**src/rtl/core/imgc_pkg.sv**
```systemverilog
// Shared constants, register indexes and types of the 3x3 image correlator.
// Depends on nothing; every other file of the block but imgc_ram imports it.
package imgc_pkg;

    localparam int MAX_WIDTH_DEF  = 1024;
    localparam int PIXEL_BITS_DEF = 8;
    localparam int COEF_BITS_DEF  = 8;

    localparam int SUM_W      = 20;
    localparam int ROW_W      = 16;
    localparam int FW_W       = 11;
    localparam int MASK_W     = 24;
    localparam int CFG_DATA_W = 24;
    localparam int CFG_IDX_W  = 3;
    localparam int NUM_TAPS   = 9;

    localparam logic [CFG_IDX_W-1:0] REG_FRAME_WIDTH  = 3'd0;
    localparam logic [CFG_IDX_W-1:0] REG_FRAME_HEIGHT = 3'd1;
    localparam logic [CFG_IDX_W-1:0] REG_MASK_TOP     = 3'd2;
    localparam logic [CFG_IDX_W-1:0] REG_MASK_MIDDLE  = 3'd3;
    localparam logic [CFG_IDX_W-1:0] REG_MASK_BOTTOM  = 3'd4;

    // Control that travels with a window down the arithmetic pipeline.
    typedef struct packed {
        logic             valid;
        logic             emit;
        logic [ROW_W-1:0] row;
    } imgc_ctl_t;

endpackage

```
**src/rtl/core/imgc_mac.sv**
```systemverilog
// Arithmetic back end: nine products, three row sums, the total and the result register.
// Depends on imgc_pkg.
module imgc_mac #(
    parameter int PIXEL_BITS = imgc_pkg::PIXEL_BITS_DEF,
    parameter int COEF_BITS  = imgc_pkg::COEF_BITS_DEF,
    parameter int COL_W      = $clog2(imgc_pkg::MAX_WIDTH_DEF)
) (
    input  logic                                          clk,
    input  logic                                          rst_n,
    input  logic                                          adv,
    input  logic [imgc_pkg::NUM_TAPS-1:0][PIXEL_BITS-1:0] win,
    input  logic [imgc_pkg::NUM_TAPS-1:0][COEF_BITS-1:0]  coef,
    input  imgc_pkg::imgc_ctl_t                           ctl_in,
    input  logic [COL_W-1:0]                              col_in,
    output logic                                          valid,
    output logic signed [imgc_pkg::SUM_W-1:0]            weighted_sum,
    output logic [imgc_pkg::ROW_W-1:0]                    centre_row,
    output logic [COL_W-1:0]                              centre_col
);
    import imgc_pkg::*;

    localparam int PROD_W = PIXEL_BITS + COEF_BITS;
    localparam int RS_W   = PROD_W + 2;
    localparam int TOT_W  = (RS_W + 2 > SUM_W) ? RS_W + 2 : SUM_W;

    logic signed [PROD_W-1:0] prod_next [NUM_TAPS];
    logic signed [PROD_W-1:0] prod_reg  [NUM_TAPS];
    logic signed [RS_W-1:0]   rsum_next [3];
    logic signed [RS_W-1:0]   rsum_reg  [3];
    logic signed [TOT_W-1:0]  total;
    imgc_ctl_t                ctl_p_reg;
    imgc_ctl_t                ctl_r_reg;
    logic [COL_W-1:0]         col_p_reg;
    logic [COL_W-1:0]         col_r_reg;
    logic                     out_valid_reg;
    logic signed [SUM_W-1:0]  out_sum_reg;
    logic [ROW_W-1:0]         out_row_reg;
    logic [COL_W-1:0]         out_col_reg;

    // Pixels are unsigned, so each gets a zero sign bit before the signed multiply.
    always_comb
    begin
        for (int i = 0; i < NUM_TAPS; i++)
        begin
            prod_next[i] = $signed({1'b0, win[i]}) * $signed(coef[i]);
        end
        for (int k = 0; k < 3; k++)
        begin
            rsum_next[k] = RS_W'(prod_reg[k*3]) + RS_W'(prod_reg[k*3+1])
                         + RS_W'(prod_reg[k*3+2]);
        end
        total = TOT_W'(rsum_reg[0]) + TOT_W'(rsum_reg[1]) + TOT_W'(rsum_reg[2]);
    end

    always_ff @(posedge clk or negedge rst_n)
    begin
        if (!rst_n)
        begin
            ctl_p_reg     <= '0;
            ctl_r_reg     <= '0;
            out_valid_reg <= 1'b0;
        end
        else if (adv)
        begin
            ctl_p_reg     <= ctl_in;
            ctl_r_reg     <= ctl_p_reg;
            out_valid_reg <= ctl_r_reg.valid && ctl_r_reg.emit;
        end
    end

    always_ff @(posedge clk)
    begin
        if (adv)
        begin
            prod_reg    <= prod_next;
            rsum_reg    <= rsum_next;
            col_p_reg   <= col_in;
            col_r_reg   <= col_p_reg;
            out_sum_reg <= total[SUM_W-1:0];
            out_row_reg <= ctl_r_reg.row;
            out_col_reg <= col_r_reg;
        end
    end

    assign valid        = out_valid_reg;
    assign weighted_sum = out_sum_reg;
    assign centre_row   = out_row_reg;
    assign centre_col   = out_col_reg;
endmodule

```
**config.mk**
```make
export PLATFORM = sky130hd
export DESIGN_NAME = imgc_mac
export DESIGN_NICKNAME = d
export VERILOG_FILES = /design/src/rtl/core/imgc_pkg.sv /design/src/rtl/core/imgc_mac.sv
export SDC_FILE = /design/constraint.sdc
export NUM_CORES = 2
export LEC_CHECK = 0
export BUFFER_PORTS_ARGS = -buffer_cell sky130_fd_sc_hd__buf_2
export CAP_MARGIN = 5
export CORE_ASPECT_RATIO = 1.2
export CORE_UTILIZATION = 52
export CTS_CLUSTER_DIAMETER = 60
export DETAILED_ROUTE_END_ITERATION = 12
export GPL_TIMING_DRIVEN = 0
export PLACE_DENSITY = 0.68
export RECOVER_POWER = 100
export SETUP_SLACK_MARGIN = 0.15
export SLEW_MARGIN = 20
export SYNTH_ARGS = -nofsm -noshare
export SYNTH_HDL_FRONTEND = slang
export SYNTH_SLANG_ARGS = --single-unit
export TNS_END_PERCENT = 1
```
**constraint.sdc**
```tcl
create_clock -name clk -period 6.8 [get_ports clk]
set_clock_uncertainty 0.1 [all_clocks]
set_input_delay 0 -clock clk [delete_from_list [all_inputs] [get_ports clk]]
set_output_delay 0 -clock clk [all_outputs]
set_load 0.05 [all_outputs]
```
==> metrics.cfg <==
[cts]
cts_buffers = 38
cts_hold_buf = 81
cts-root-buf = clkbuf_16
clk_pin_slew_ns = 0.06
cts_setup_buffers = 0
cts_resized = 0
clock_sinks = 301
cts_buffer_depth = 3
cts_tree = yes
ctsHtreeMaxLevel = 2
clock_latency_ns = 0.54

[finish]
multi_input_area_mm2 = 0.0221
area_growth_pct = 12.4
diodes = 0
largest_reg_flops = 144
utilization_pct = 59.6
fillCellCount = 5183
drive_gt1_share_pct = 7.55
nets = 4461
seqCellArea_mm2 = 0.00885

[status]
violations = max-capacitance violations, max-slew violations
status = finished, violations left

[routing]
vias = 22900
vias_per_cell = 5.32
drtIter0Drc = 1089
wirelength_mm = 68.2
first_pass_iters = 5
remaining_drc_errors = 0
drtAntennaViolNets = 0
post_drt_wl_per_cell_um = 15.9

[setup_path]
critPathMaxStageDelay_ns = 3.59
cp_max_fo = 105
r2r_slack_ns = 3.26
crit_family = buffers and inverters
critPathLaunchType = input port
slowest_stage = clkbuf_1
r2r_cells = 10
required_ns = 6.70
worstSetupStartpoint = adv
cp-endpoint = prod_reg[126]
path_class = input port to flop
cp_cell_sequence = dlygate4sd3_1 > clkbuf_1 > buf_16 > clkbuf_1
crit_arrival_ns = 4.93
timing.rr.start = prod_reg[17]
end_kind = flop
path_common_cell = clkbuf_1
cp.depth = 4
cp_num_buf_inv = 4
worstReg2RegEnd = rsum_reg[17]

[sta]
finalSetupViolCount = 0
relSlewSlack_pct = -240
rsz0062_at_grt = no
maxSlewViolCount = 202
fmax_mhz = 199
finalHoldViolCount = 0
worst_pin_slew_ns = 5.10
period_share_pct = 73.9
period_needed_ns = 5.03
setup_tns_ns = 0

[synth]
synth-seq-area-share_pct = 26.7
synth_seq_cells = 301
syn_nets = 4116
synth_ff_type = edfxtp_1
netlist_top_cells_area = fa_1 24%, edfxtp_1 24%, ha_1 16%, and2_1 7.0%, inv_1 6.2%
postSynthAreaPerCell_um2 = 10.6
yosysMostFrequentCell = inv_1
ys_types = 63
synth_top_cell_area_share_pct = 24.4
synth_common_cells = 551 x inv_1, 426 x ha_1, 403 x fa_1
synth_edf_count = 264
async_flop_share_pct = 12.3
syn_inst = 3112
yosys.area.top_type = fa_1
netlist_area_mm2 = 0.0331
yosys_warnings = 0

[placed_design]
gp_congestion = 0.849
io_buffer_count = 221
detailed_place_hpwl_mm = 55.4

[grt]
grt_start_max_net_pins = 106
antenna_found_initial = 0
grt_pass1_vias = 24900
grt_pass1_wl_mm = 116
grt.overflow.total = 0
grt_usage_pct = 22.0

[die]
die-area_mm2 = 0.0647
die_w_um = 232
placement_rows = 100
core_area_mm2 = 0.0624
die_height_um = 278
floorplan.initialDensity_pct = 53.0
ioPinCount = 222

[power]
leakage_uw = 0.0174
vdd_drop_max_uv = 383
power.density_mw_per_mm2 = 463

[worst_hold_path]
hp-class = input port to flop

[run]
max-cap-violations = 3

cell type report:
type                       count  share of cell area, %
buffer                        13                  0.131
multi-input combinational   2247                   59.4
sequential                   301                   23.8
clock buffer                  49                   2.87
timing repair buffer         305                   5.01
inverter                     551                   5.56
clock inverter                19                  0.467
tap                          816                   2.74
logic make-up (layout without fill, tap and decap cells):
| group | Yosys count | count (layout) | share of synthesized area [%] |
|---|---|---|---|
| simple gates | 890 | 890 | 14.2 |
| xor+xnor | 137 | 137 | 3.62 |
| fa+ha+maj | 829 | 829 | 40.5 |
| mux | 40 | 40 | 1.35 |
| buf+inv | 564 | 937 | 6.39 |
| flops | 301 | 301 | 26.7 |
| compound gates | 351 | 351 | 7.21 |
stage by stage:
| step | worst slack, ns | cells | hold slack (ns) | area [um2] | total power [uW] |
|---|---|---|---|---|---|
| after floorplan | 2.81 | 3112 | -0.396 | 33100 | 12500 |
| after global placement | 1.21 | 4149 | 0.0195 | 35200 | 14900 |
| after detailed placement | 2.32 | 4152 | 0.0262 | 35300 | 15200 |
| after CTS | 2.33 | 4301 | 0.0133 | 37400 | 17400 |
| after global routing | 1.27 | 4301 | 0.0493 | 37200 | 19000 |
| final | 1.77 | 4301 | 0.0308 | 37200 | 17200 |
worst min-delay path by stage:
stage | startpoint | endpoint | slack, ns | cells after the start
after floorplan | rst_n | ctl_p_reg[0] | -0.40 | 0
after global placement | rst_n | ctl_p_reg[11] | 0.02 | 1
after detailed placement | rst_n | ctl_p_reg[2] | 0.03 | 1
after CTS | coef[58] | prod_reg[18] | 0.01 | 3
after global routing | coef[58] | prod_reg[18] | 0.05 | 3
final | coef[58] | prod_reg[18] | 0.03 | 3
per-layer routing:
metal	GRT usage, %	vias up	share of wire, %
li1	-	11000	-
met1	27.4	11400	42
met2	40.2	454	52
met3	2.05	114	3.6
met4	6.26	0	2.4
met5	0	-	0
report_power, final:
| part | total [uW] | internal (uW) | switching (uW) |
|---|---|---|---|
| clock | 1970 | 1200 | 779 |
| combinational | 11400 | 4880 | 6540 |
| sequential | 3810 | 3400 | 409 |
| total | 17200 | 9480 | 7730 |
tightest hold or removal path, cell delays in order:
cell and delay (ns):
buf_2 0.16, and2_1 0.17, ha_1 0.21
cells in the final DEF (no fill, tap or decap), types with 11 or more instances in the layout:
cell type,netlist,final
nor2b_1,24,24
and2_1,369,349
nor2_1,132,132
or4_1,13,13
and2_0,0,20
edfxtp_1,264,264
a21oi_1,82,82
a31oi_1,11,11
fa_1,403,403
dfrtp_1,37,37
xor2_1,26,26
a311oi_1,14,14
nor3_1,31,31
dlygate4sd3_1,0,80
xnor2_1,111,111
a21o_1,30,30
clkbuf_16,0,41
o21ai_0,67,69
o211ai_1,14,15
nand2_1,201,201
ha_1,426,426
buf_2,0,156
inv_1,551,551
a211oi_1,23,23
clkbuf_1,13,88
nand3_1,17,17
mux2_2,37,37
nand2b_1,43,43
o21a_1,35,35
or3_1,19,19
(Power assumes the default switching activity.)
